<file path="config.mk">
export PLATFORM = sky130hd
export DESIGN_NAME = packed_nibble_palette_scaler_flat
export DESIGN_NICKNAME = d
export VERILOG_FILES = /design/src/pnps_pkg.sv /design/src/pnps_in_if.sv /design/src/pnps_out_if.sv /design/src/pnps_locate.sv /design/src/pnps_expand.sv /design/src/packed_nibble_palette_scaler.sv /design/src/flat_wrapper.sv
export SDC_FILE = /design/constraint.sdc
export NUM_CORES = 1
export LEC_CHECK = 0
export BUFFER_PORTS_ARGS = -buffer_cell sky130_fd_sc_hd__buf_4
export CAP_MARGIN = 20
export CORE_UTILIZATION = 54
export DETAILED_ROUTE_END_ITERATION = 10
export PLACE_DENSITY = 0.84
export RECOVER_POWER = 50
export SLEW_MARGIN = 20
export SYNTH_ARGS = -nofsm -noshare
export SYNTH_HDL_FRONTEND = slang
export SYNTH_SLANG_ARGS = --single-unit
export TNS_END_PERCENT = 20
</file>
<file path="constraint.sdc">
create_clock -name i_clk -period 2.7 [get_ports i_clk]
set_input_delay 0.54 -clock i_clk [delete_from_list [all_inputs] [get_ports i_clk]]
set_output_delay 0.54 -clock i_clk [all_outputs]
set_load 0.05 [all_outputs]
</file>
<file path="src/pnps_pkg.sv">
// Shared types and constants for the packed nibble palette scaler.
package pnps_pkg;

    localparam int ADDR_W  = 16;
    localparam int COLOR_W = 8;
    localparam int INDEX_W = 15;
    localparam int PAIR_W  = 8;
    localparam int CFG_W   = 64;

    localparam logic [1:0] CFG_MODE    = 2'd0;
    localparam logic [1:0] CFG_PAL_LOW = 2'd1;
    localparam logic [1:0] CFG_PAL_HIGH = 2'd2;

    localparam logic [2:0] MODE_DEFAULT   = 3'd0;
    localparam logic [2:0] MODE_STRETCHED = 3'd1;
    localparam logic [2:0] MODE_ZOOMED    = 3'd2;
    localparam logic [2:0] MODE_SMALL_SQ  = 3'd3;
    localparam logic [2:0] MODE_PICO_SQ   = 3'd4;
    localparam logic [2:0] MODE_SQUARE    = 3'd5;

    localparam logic [2:0] LAST_TWO   = 3'd1;
    localparam logic [2:0] LAST_FOUR  = 3'd3;
    localparam logic [2:0] LAST_EIGHT = 3'd7;

    typedef struct packed {
        logic [ADDR_W-1:0]  base;
        logic [COLOR_W-1:0] left_color;
        logic [COLOR_W-1:0] right_color;
        logic               wide;
        logic [2:0]         last_k;
    } t_job;

endpackage

</file>
<file path="src/pnps_in_if.sv">
// Request channel carrying one framebuffer byte and its index.
interface pnps_in_if;
    import pnps_pkg::*;

    logic               valid;
    logic               ready;
    logic [INDEX_W-1:0] byte_index;
    logic [PAIR_W-1:0]  pixel_pair;

    modport source (output valid, output byte_index, output pixel_pair, input ready);
    modport sink (input valid, input byte_index, input pixel_pair, output ready);
endinterface

</file>
<file path="src/pnps_out_if.sv">
// Request channel carrying one draw-buffer write.
interface pnps_out_if;
    import pnps_pkg::*;

    logic               valid;
    logic               ready;
    logic [ADDR_W-1:0]  draw_address;
    logic [COLOR_W-1:0] draw_color;
    logic               last_write;

    modport source (output valid, output draw_address, output draw_color,
                    output last_write, input ready);
    modport sink (input valid, input draw_address, input draw_color,
                  input last_write, output ready);
endinterface

</file>
<file path="src/pnps_locate.sv">
// Three-stage pipeline: palette lookup, row and column split, window test and base address.
module pnps_locate
    import pnps_pkg::*;
#(
    parameter int RENDER_WIDTH  = 256,
    parameter int RENDER_HEIGHT = 256,
    parameter int SCREEN_BYTES  = 32768
) (
    input  logic               i_clk,
    input  logic               i_rst_n,
    pnps_in_if.sink            i_pix,
    input  logic [2:0]         i_mode,
    input  logic [CFG_W-1:0]   i_pal_low,
    input  logic [CFG_W-1:0]   i_pal_high,
    output logic               o_job_valid,
    input  logic               i_job_ready,
    output t_job               o_job
);

    localparam int HALF   = RENDER_WIDTH / 2;
    localparam int RECIP_K = 25;
    localparam int RECIP  = (2 ** RECIP_K) / HALF;
    localparam int RW     = $clog2(RECIP + 1);
    localparam int QMAX   = ((2 ** INDEX_W) - 1) / HALF;
    localparam int QW     = $clog2(QMAX + 1);
    localparam int CW     = $clog2(HALF);
    localparam int YOFF   = ((RENDER_HEIGHT - 128) * RENDER_WIDTH) / 2;

    localparam logic [RW-1:0]     RECIP_U  = RW'(RECIP);
    localparam logic [ADDR_W-1:0] HALF16   = ADDR_W'(HALF);
    localparam logic [ADDR_W-1:0] W16      = ADDR_W'(RENDER_WIDTH);
    localparam logic [ADDR_W-1:0] OFF_SMALL = ADDR_W'(HALF - 64 + YOFF);
    localparam logic [ADDR_W-1:0] OFF_PICO  = ADDR_W'((RENDER_WIDTH - 128) / 2 + YOFF);
    localparam logic [ADDR_W-1:0] OFF_SQ    = ADDR_W'((RENDER_WIDTH - RENDER_HEIGHT) / 2);
    localparam logic [ADDR_W-1:0] C_STRETCH = ADDR_W'(RENDER_WIDTH / 4);
    localparam logic [ADDR_W-1:0] C_SQUARE  = ADDR_W'(RENDER_HEIGHT / 2);
    localparam logic [19:0] LIM_SCREEN = 20'(SCREEN_BYTES);
    localparam logic [19:0] LIM_ZOOM   = 20'(SCREEN_BYTES / 2);
    localparam logic [19:0] LIM_SMALL  = 20'(HALF * 64);
    localparam logic [19:0] LIM_PICO   = 20'(HALF * 128);

    logic [2*CFG_W-1:0] pal;
    logic [6:0]         lnib_bit;
    logic [6:0]         rnib_bit;
    logic               en1, en2, en3;

    logic                  r_v1;
    logic [INDEX_W-1:0]    r_i1;
    logic [INDEX_W+RW-1:0] r_prod1;
    logic [COLOR_W-1:0]    r_lc1, r_rc1;

    logic [QW-1:0]      q0;
    logic [ADDR_W-1:0]  c0;
    logic               fix;
    logic [QW-1:0]      n_r2;
    logic [ADDR_W-1:0]  n_c2;

    logic               r_v2;
    logic [INDEX_W-1:0] r_i2;
    logic [QW-1:0]      r_r2;
    logic [CW-1:0]      r_c2;
    logic [COLOR_W-1:0] r_lc2, r_rc2;

    logic [ADDR_W-1:0]  rw;
    logic [ADDR_W-1:0]  c4;
    logic [ADDR_W-1:0]  i2x;
    logic [ADDR_W-1:0]  c16;
    logic [19:0]        i20;
    logic               show;
    t_job               n_job;

    logic               r_v3;
    t_job               r_job;

    assign pal      = {i_pal_high, i_pal_low};
    assign lnib_bit = {i_pix.pixel_pair[7:4], 3'b000};
    assign rnib_bit = {i_pix.pixel_pair[3:0], 3'b000};

    assign en3 = !r_v3 || i_job_ready;
    assign en2 = !r_v2 || en3;
    assign en1 = !r_v1 || en2;
    assign i_pix.ready = en1;

    always_ff @(posedge i_clk) begin
        if (!i_rst_n) begin
            r_v1 <= 1'b0;
        end else if (en1) begin
            r_v1 <= i_pix.valid;
        end
    end

    always_ff @(posedge i_clk) begin
        if (en1) begin
            r_i1    <= i_pix.byte_index;
            r_prod1 <= (INDEX_W+RW)'(i_pix.byte_index) * (INDEX_W+RW)'(RECIP_U);
            r_lc1   <= pal[lnib_bit +: COLOR_W];
            r_rc1   <= pal[rnib_bit +: COLOR_W];
        end
    end

    // The reciprocal estimate is low by at most one, so one correction step suffices.
    assign q0   = r_prod1[RECIP_K +: QW];
    assign c0   = ADDR_W'(r_i1) - ADDR_W'(ADDR_W'(q0) * HALF16);
    assign fix  = c0 >= HALF16;
    assign n_r2 = fix ? q0 + QW'(1) : q0;
    assign n_c2 = fix ? c0 - HALF16 : c0;

    always_ff @(posedge i_clk) begin
        if (!i_rst_n) begin
            r_v2 <= 1'b0;
        end else if (en2) begin
            r_v2 <= r_v1;
        end
    end

    always_ff @(posedge i_clk) begin
        if (en2) begin
            r_i2  <= r_i1;
            r_r2  <= n_r2;
            r_c2  <= n_c2[CW-1:0];
            r_lc2 <= r_lc1;
            r_rc2 <= r_rc1;
        end
    end

    assign rw  = ADDR_W'(r_r2) * W16;
    assign c16 = ADDR_W'(r_c2);
    assign c4  = {c16[ADDR_W-3:0], 2'b00};
    assign i2x = {r_i2, 1'b0};
    assign i20 = 20'(r_i2);

    always_comb begin
        n_job.left_color  = r_lc2;
        n_job.right_color = r_rc2;
        n_job.wide        = 1'b0;
        n_job.last_k      = LAST_TWO;
        n_job.base        = i2x;
        show              = i20 < LIM_SCREEN;
        case (i_mode)
            MODE_STRETCHED: begin
                show         = show && (c16 < C_STRETCH);
                n_job.wide   = 1'b1;
                n_job.last_k = LAST_FOUR;
                n_job.base   = rw + c4;
            end
            MODE_ZOOMED: begin
                show         = show && (c16 < C_STRETCH) && (i20 < LIM_ZOOM);
                n_job.wide   = 1'b1;
                n_job.last_k = LAST_EIGHT;
                n_job.base   = {rw[ADDR_W-2:0], 1'b0} + c4;
            end
            MODE_SMALL_SQ: begin
                show         = show && (c16 < 16'd32) && (i20 < LIM_SMALL);
                n_job.wide   = 1'b1;
                n_job.last_k = LAST_EIGHT;
                n_job.base   = OFF_SMALL + {rw[ADDR_W-2:0], 1'b0} + c4;
            end
            MODE_PICO_SQ: begin
                show         = show && (c16 < 16'd64) && (i20 < LIM_PICO);
                n_job.base   = OFF_PICO + i2x;
            end
            MODE_SQUARE: begin
                show         = show && (c16 < C_SQUARE);
                n_job.base   = OFF_SQ + i2x;
            end
            default: begin
                n_job.base   = i2x;
            end
        endcase
    end

    always_ff @(posedge i_clk) begin
        if (!i_rst_n) begin
            r_v3 <= 1'b0;
        end else if (en3) begin
            r_v3 <= r_v2 && show;
        end
    end

    always_ff @(posedge i_clk) begin
        if (en3) begin
            r_job <= n_job;
        end
    end

    assign o_job_valid = r_v3;
    assign o_job       = r_job;

endmodule

</file>
<file path="src/pnps_expand.sv">
// Expands one placed byte into two, four or eight draw writes through an output register.
module pnps_expand
    import pnps_pkg::*;
#(
    parameter int RENDER_WIDTH = 256
) (
    input  logic        i_clk,
    input  logic        i_rst_n,
    input  logic        i_job_valid,
    output logic        o_job_ready,
    input  t_job        i_job,
    pnps_out_if.source  o_wr
);

    localparam logic [ADDR_W-1:0] W16 = ADDR_W'(RENDER_WIDTH);

    logic               r_e_valid;
    t_job               r_e_job;
    logic [2:0]         r_e_k;
    logic               out_free;
    logic               emit;
    logic               e_last;
    logic               take;
    logic [ADDR_W-1:0]  n_addr;
    logic [COLOR_W-1:0] n_color;

    logic               r_o_valid;
    logic [ADDR_W-1:0]  r_o_addr;
    logic [COLOR_W-1:0] r_o_color;
    logic               r_o_last;

    assign out_free    = !r_o_valid || o_wr.ready;
    assign emit        = r_e_valid && out_free;
    assign e_last      = r_e_k == r_e_job.last_k;
    assign take        = !r_e_valid || (emit && e_last);
    assign o_job_ready = take;

    always_comb begin
        if (r_e_job.wide) begin
            n_addr  = r_e_job.base + (r_e_k[2] ? W16 : '0) + ADDR_W'(r_e_k[1:0]);
            n_color = r_e_k[1] ? r_e_job.right_color : r_e_job.left_color;
        end else begin
            n_addr  = r_e_job.base + ADDR_W'(r_e_k[0]);
            n_color = r_e_k[0] ? r_e_job.right_color : r_e_job.left_color;
        end
    end

    always_ff @(posedge i_clk) begin
        if (!i_rst_n) begin
            r_e_valid <= 1'b0;
            r_e_k     <= '0;
        end else if (take) begin
            r_e_valid <= i_job_valid;
            r_e_k     <= '0;
        end else if (emit) begin
            r_e_k <= r_e_k + 3'd1;
        end
    end

    always_ff @(posedge i_clk) begin
        if (take) begin
            r_e_job <= i_job;
        end
    end

    always_ff @(posedge i_clk) begin
        if (!i_rst_n) begin
            r_o_valid <= 1'b0;
        end else if (out_free) begin
            r_o_valid <= emit;
        end
    end

    always_ff @(posedge i_clk) begin
        if (emit) begin
            r_o_addr  <= n_addr;
            r_o_color <= n_color;
            r_o_last  <= e_last;
        end
    end

    assign o_wr.valid        = r_o_valid;
    assign o_wr.draw_address = r_o_addr;
    assign o_wr.draw_color   = r_o_color;
    assign o_wr.last_write   = r_o_last;

endmodule

</file>
<file path="src/packed_nibble_palette_scaler.sv">
// Top level of the packed nibble palette scaler with its configuration registers.
//
//  Channel   Dir  Handshake      Payload
//  i_pix     in   valid/ready    byte_index[14:0], pixel_pair[7:0]
//  o_wr      out  valid/ready    draw_address[15:0], draw_color[7:0], last_write
//  i_cfg_*   in   write enable   i_cfg_index[1:0], i_cfg_data[63:0]
//
// A request passes three pipeline stages and then the expander's job and output
// registers before its first write appears.
// The expander issues one write per cycle while the output is not stalled: a byte makes two writes
// in the default, pico and square modes, four when stretched and eight in the zoomed and small square modes.
// Bytes outside the selected window leave the pipeline without any write.
// Reset is synchronous and clears all valid bits and the configuration registers, not the data registers.
// A stall on the output holds every stage in place; nothing is lost or repeated.
module packed_nibble_palette_scaler
    import pnps_pkg::*;
#(
    parameter int RENDER_WIDTH  = 256,
    parameter int RENDER_HEIGHT = 256,
    parameter int SCREEN_BYTES  = 32768
) (
    input  logic             i_clk,
    input  logic             i_rst_n,
    pnps_in_if.sink          i_pix,
    pnps_out_if.source       o_wr,
    input  logic             i_cfg_we,
    input  logic [1:0]       i_cfg_index,
    input  logic [CFG_W-1:0] i_cfg_data
);

    logic [2:0]       r_mode;
    logic [CFG_W-1:0] r_pal_low;
    logic [CFG_W-1:0] r_pal_high;
    logic             job_valid;
    logic             job_ready;
    t_job             job;

    always_ff @(posedge i_clk) begin
        if (!i_rst_n) begin
            r_mode     <= MODE_DEFAULT;
            r_pal_low  <= '0;
            r_pal_high <= '0;
        end else if (i_cfg_we) begin
            case (i_cfg_index)
                CFG_MODE:     r_mode     <= i_cfg_data[2:0];
                CFG_PAL_LOW:  r_pal_low  <= i_cfg_data;
                CFG_PAL_HIGH: r_pal_high <= i_cfg_data;
                default: begin
                end
            endcase
        end
    end

    pnps_locate #(
        .RENDER_WIDTH  (RENDER_WIDTH),
        .RENDER_HEIGHT (RENDER_HEIGHT),
        .SCREEN_BYTES  (SCREEN_BYTES)
    ) u_locate (
        .i_clk       (i_clk),
        .i_rst_n     (i_rst_n),
        .i_pix       (i_pix),
        .i_mode      (r_mode),
        .i_pal_low   (r_pal_low),
        .i_pal_high  (r_pal_high),
        .o_job_valid (job_valid),
        .i_job_ready (job_ready),
        .o_job       (job)
    );

    pnps_expand #(
        .RENDER_WIDTH (RENDER_WIDTH)
    ) u_expand (
        .i_clk       (i_clk),
        .i_rst_n     (i_rst_n),
        .i_job_valid (job_valid),
        .o_job_ready (job_ready),
        .i_job       (job),
        .o_wr        (o_wr)
    );

endmodule
</file>
<file path="src/flat_wrapper.sv">
// flat-port wrapper written by rule: the top's interface ports become plain ports
module packed_nibble_palette_scaler_flat import pnps_pkg::*;
#(
    parameter int RENDER_WIDTH  = 256,
    parameter int RENDER_HEIGHT = 256,
    parameter int SCREEN_BYTES  = 32768
)
  (i_clk, i_rst_n, i_cfg_we, i_cfg_index, i_cfg_data, i_pix_valid, i_pix_byte_index, i_pix_pixel_pair, i_pix_ready, o_wr_valid, o_wr_draw_address, o_wr_draw_color, o_wr_last_write, o_wr_ready);
  pnps_in_if i_pix_i ();
  pnps_out_if o_wr_i ();
  input  logic i_clk;
  input  logic i_rst_n;
  input  logic i_cfg_we;
  input  logic [1:0] i_cfg_index;
  input  logic [CFG_W-1:0] i_cfg_data;
  input wire logic [$bits(i_pix_i.valid)-1:0] i_pix_valid;
  input wire logic [$bits(i_pix_i.byte_index)-1:0] i_pix_byte_index;
  input wire logic [$bits(i_pix_i.pixel_pair)-1:0] i_pix_pixel_pair;
  output wire logic [$bits(i_pix_i.ready)-1:0] i_pix_ready;
  output wire logic [$bits(o_wr_i.valid)-1:0] o_wr_valid;
  output wire logic [$bits(o_wr_i.draw_address)-1:0] o_wr_draw_address;
  output wire logic [$bits(o_wr_i.draw_color)-1:0] o_wr_draw_color;
  output wire logic [$bits(o_wr_i.last_write)-1:0] o_wr_last_write;
  input wire logic [$bits(o_wr_i.ready)-1:0] o_wr_ready;
  assign i_pix_i.valid = i_pix_valid;
  assign i_pix_i.byte_index = i_pix_byte_index;
  assign i_pix_i.pixel_pair = i_pix_pixel_pair;
  assign i_pix_ready = i_pix_i.ready;
  assign o_wr_valid = o_wr_i.valid;
  assign o_wr_draw_address = o_wr_i.draw_address;
  assign o_wr_draw_color = o_wr_i.draw_color;
  assign o_wr_last_write = o_wr_i.last_write;
  assign o_wr_i.ready = o_wr_ready;
  packed_nibble_palette_scaler #(.RENDER_WIDTH(RENDER_WIDTH), .RENDER_HEIGHT(RENDER_HEIGHT), .SCREEN_BYTES(SCREEN_BYTES)) u_core (.i_clk(i_clk), .i_rst_n(i_rst_n), .i_pix(i_pix_i), .o_wr(o_wr_i), .i_cfg_we(i_cfg_we), .i_cfg_index(i_cfg_index), .i_cfg_data(i_cfg_data));
endmodule
</file>
==> impl_results.md <==
- Critical path's largest stage delay: 0.41 ns
- Final wirelength: 29900 µm
- Yosys cell types: 57
- Critical path startpoint category: flip-flop
- Post-CTS Setup Inserts: 0
- Measured slew at the worst slew-check pin: 1.47 ns
- Synthesis Warnings: 0
- Final Skew: 0.00985 ns
- RSZ-0062 raised after global routing: false
- Crit-path max FO: 4
- Seq pwr share: 51.2%
- Vias: 8997
- Clock buffer depth: 3
- Routability congestion estimate: 0.883
- Placed wire-length estimate: 19600 µm
- Avg Inst Size Synth: 12.5 µm²
- Grt ovf: 0
- Clk_lat worst skew: 0.54 ns
- # setup viols final: 0
- Post-synth EDFFs: 153
- Slowest stage cell, crit path: edfxtp_1
- Core area: 24200 µm²
- Worst VDD drop: 532 µV
- Top FF cell, synth: edfxtp_1
- Fin. max-slew vios: 0
- Max Freq: 402 MHz
- Leakage Power: 5.89 nW
- DR pass1 iterations: 5
- Most common cell after layout, fill and taps aside: nand2_1
- Fin Setup TNS: 0 ns
- Data arrival, critical path: 1.95 ns
- CP bufs+invs: 1
- Core Rows: 57
- Final Hold Viols: 0
- Initial Util: 55.0%
- Worst r2r src: u_core.r_mode[0]
- Area share of the leading cell type in the synthesized netlist: 34.5%
- Net switching power: 0.00218 W
- Largest net degree at the start of global routing: 89
- Cell breakdown of the critical path: xnor2_1, a41oi_2, and2_1, nand3_2, buf_4
- Fin crit share: 92.1%
- Post-route cell area: 15400 µm²
- Critical Path End Type: output pin
- CTS clock-pin slew for the worst setup and hold paths: 0.06 ns
- Max_slew headroom: 2.14%
- Hold Crit Class: in -> reg
- Vias in the first global route: 8580
- GRT Total Usage: 23.6%
- PwrDens: 640 nW/µm²
- Root Driver: clkbuf_16
- Area contributors post-synth: edfxtp_1, dfxtp_1, mux4_1, nand2_1, a21boi_0
- Worst EP required: 2.16 ns
- Most frequent cells in the layout: nand2_1, edfxtp_1, dfxtp_1, a21boi_0, buf_4
- Die ar.: 25300 µm²
- Clk pwr share: 41.0%
- I/O Buffers: 120
- Sw frac: 22.1%
- Synthesized area: 13300 µm²
- Internal power: 0.00768 W
- Syn nets: 1173
- Worst setup path start: u_core.u_expand.r_e_job[1]
- First-pass GRT wire length: 46800 µm
- Routed length per instance: 19.8 µm
- Sequential share of the synthesized area: 55.4%
- Min-delay src: i_pix_byte_index[3]
- CTS tree: yes
- Initial antenna violation count: 0
- DRT iter0 DRCs: 800
- Final min period: 2.49 ns
- Area leader, netlist: edfxtp_1
- Flops & latches, synth: 292
- CTS buffer count: 29
- Final nets: 1268
- Post-Syn Instances: 1069
- Finished Core Util: 63.5%
- IO Pins: 121
- Max-cap violations: 0
- Routed Antenna Nets: 0
- H-tree levels: 1
- Status: finished, final reports clean
- Setup CP Type: reg -> out
- Pwr Total: 0.00985 W
- CP delay by family, top: flip-flops
- Via density: 5.96
- Asr flop ratio synth: 0%
- Number of clock sinks: 292
- Gate power share: 7.7%
- Die W: 159 µm
- DP Area: 14400 µm²
- Antenna diode count: 0
- Die H: 159 µm
- Fill cells: 1745
- Synthesis-to-layout area growth: 15.5%
- Layout cells sized above 1: 19.1%
- # DRC: 0
-- per-stage QoR --
step	hold slack [ns]	setup slack (ns)	instances
after floorplan	0.400	0.133	1069
after global placement	0.400	0.337	1457
after detailed placement	0.405	0.322	1457
after CTS	0.164	0.0807	1510
after global routing	0.188	0.111	1510
final	0.199	0.214	1510
-- power by group through the flow --
| stage | Sequential [W] | Clock (W) | Combinational, W |
|---|---|---|---|
| final | 0.00505 | 0.00404 | 0.000763 |
| after global routing | 0.00507 | 0.00427 | 0.000817 |
| after CTS | 0.00504 | 0.00408 | 0.000761 |
| after detailed placement | 0.00514 | 0 | 0.000752 |
| after global placement | 0.00513 | 0 | 0.000734 |
| after floorplan | 0.00511 | 0 | 0.000481 |
-- registers in the layout (all words and copies together), names as in the netlist, 8 cells and up --
name and count:
u_core.u_locate.o_job 33, u_core.u_expand.r_e_job 33, u_core.u_expand.o_wr.draw_color 8, u_core.u_locate.r_i2 15, u_core.u_locate.r_rc2 8, u_core.r_pal_low 64
u_core.u_locate.r_lc1 8, u_core.u_locate.r_i1 15, u_core.u_expand.o_wr.draw_address 16, u_core.u_locate.r_lc2 8, u_core.u_locate.r_rc1 8, u_core.r_pal_high 64
-- cell type report --
class / count / area [µm²] / share of cell area, %
clock buffer: 38 / 779 / 5.06
clock inverter: 15 / 175 / 1.14
inverter: 11 / 41.3 / 0.268
multi-input combinational: 688 / 5500 / 35.8
sequential: 292 / 7380 / 47.9
tap: 324 / 405 / 2.63
timing repair buffer: 142 / 1110 / 7.20
-- synthesized netlist by cell type, drive strengths merged, types with 2 or more instances --
| cell type | number |
|---|---|
| nand4 | 14 |
| dfxtp | 139 |
| nor2b | 7 |
| o21a | 2 |
| nor2 | 24 |
| a21boi | 130 |
| inv | 11 |
| clkbuf | 60 |
| a211oi | 4 |
| edfxtp | 153 |
| mux2i | 10 |
| nand2b | 5 |
| buf | 18 |
| nand3b | 4 |
| nand3 | 12 |
| nand2 | 278 |
| o21ai | 9 |
| mux2 | 14 |
| and3 | 3 |
| xor2 | 10 |
| and4 | 3 |
| xnor2 | 20 |
| a21oi | 14 |
| o22ai | 2 |
| or3 | 2 |
| o32a | 2 |
| a31oi | 3 |
| mux4 | 80 |
| o311ai | 2 |
| and3b | 2 |
| ha | 10 |
| nor3 | 4 |
| a41oi | 2 |
-- final timing paths --
check | cells after the start | to | slack (ns)
worst min-delay path | 1 | u_core.u_locate.r_i1[3] | 0.20
worst min register to register | 0 | u_core.u_expand.r_e_job[34] | 0.42
worst max register to register | 5 | u_core.u_locate.o_job[29] | 0.28
worst max-delay path | 5 | i_pix_ready | 0.21
-- metal layers --
metal	wire [µm]	global-route usage [%]
met1	11200	29.3
met2	14800	40.4
met3	2310	3.41
met4	1660	11.9
met5	0	0
-- what timing repair did --
item,CTS,global route
resized for setup,0,1
hold buffers,0,0
setup endpoints to repair,0,1
-- worst reg2reg max path: stages (launching register included) --
cell      delay (ns)
dfxtp_1         0.34
clkbuf_1        0.76
inv_1           0.38
a22o_1          0.29
a221oi_1        0.38
a21o_1          0.14
-- cell families after synthesis --
| group | share of synthesized area [%] |
|---|---|
| AND/OR/NAND/NOR | 11.3 |
| flip-flops | 55.4 |
| AO/OA/AOI/OAI | 9.99 |
| multiplexers | 17.0 |
| buffers and inverters | 3.45 |
| XOR/XNOR | 1.97 |
| adder cells (fa/ha/maj) | 0.939 |
Power figures use the tool's default switching activity.
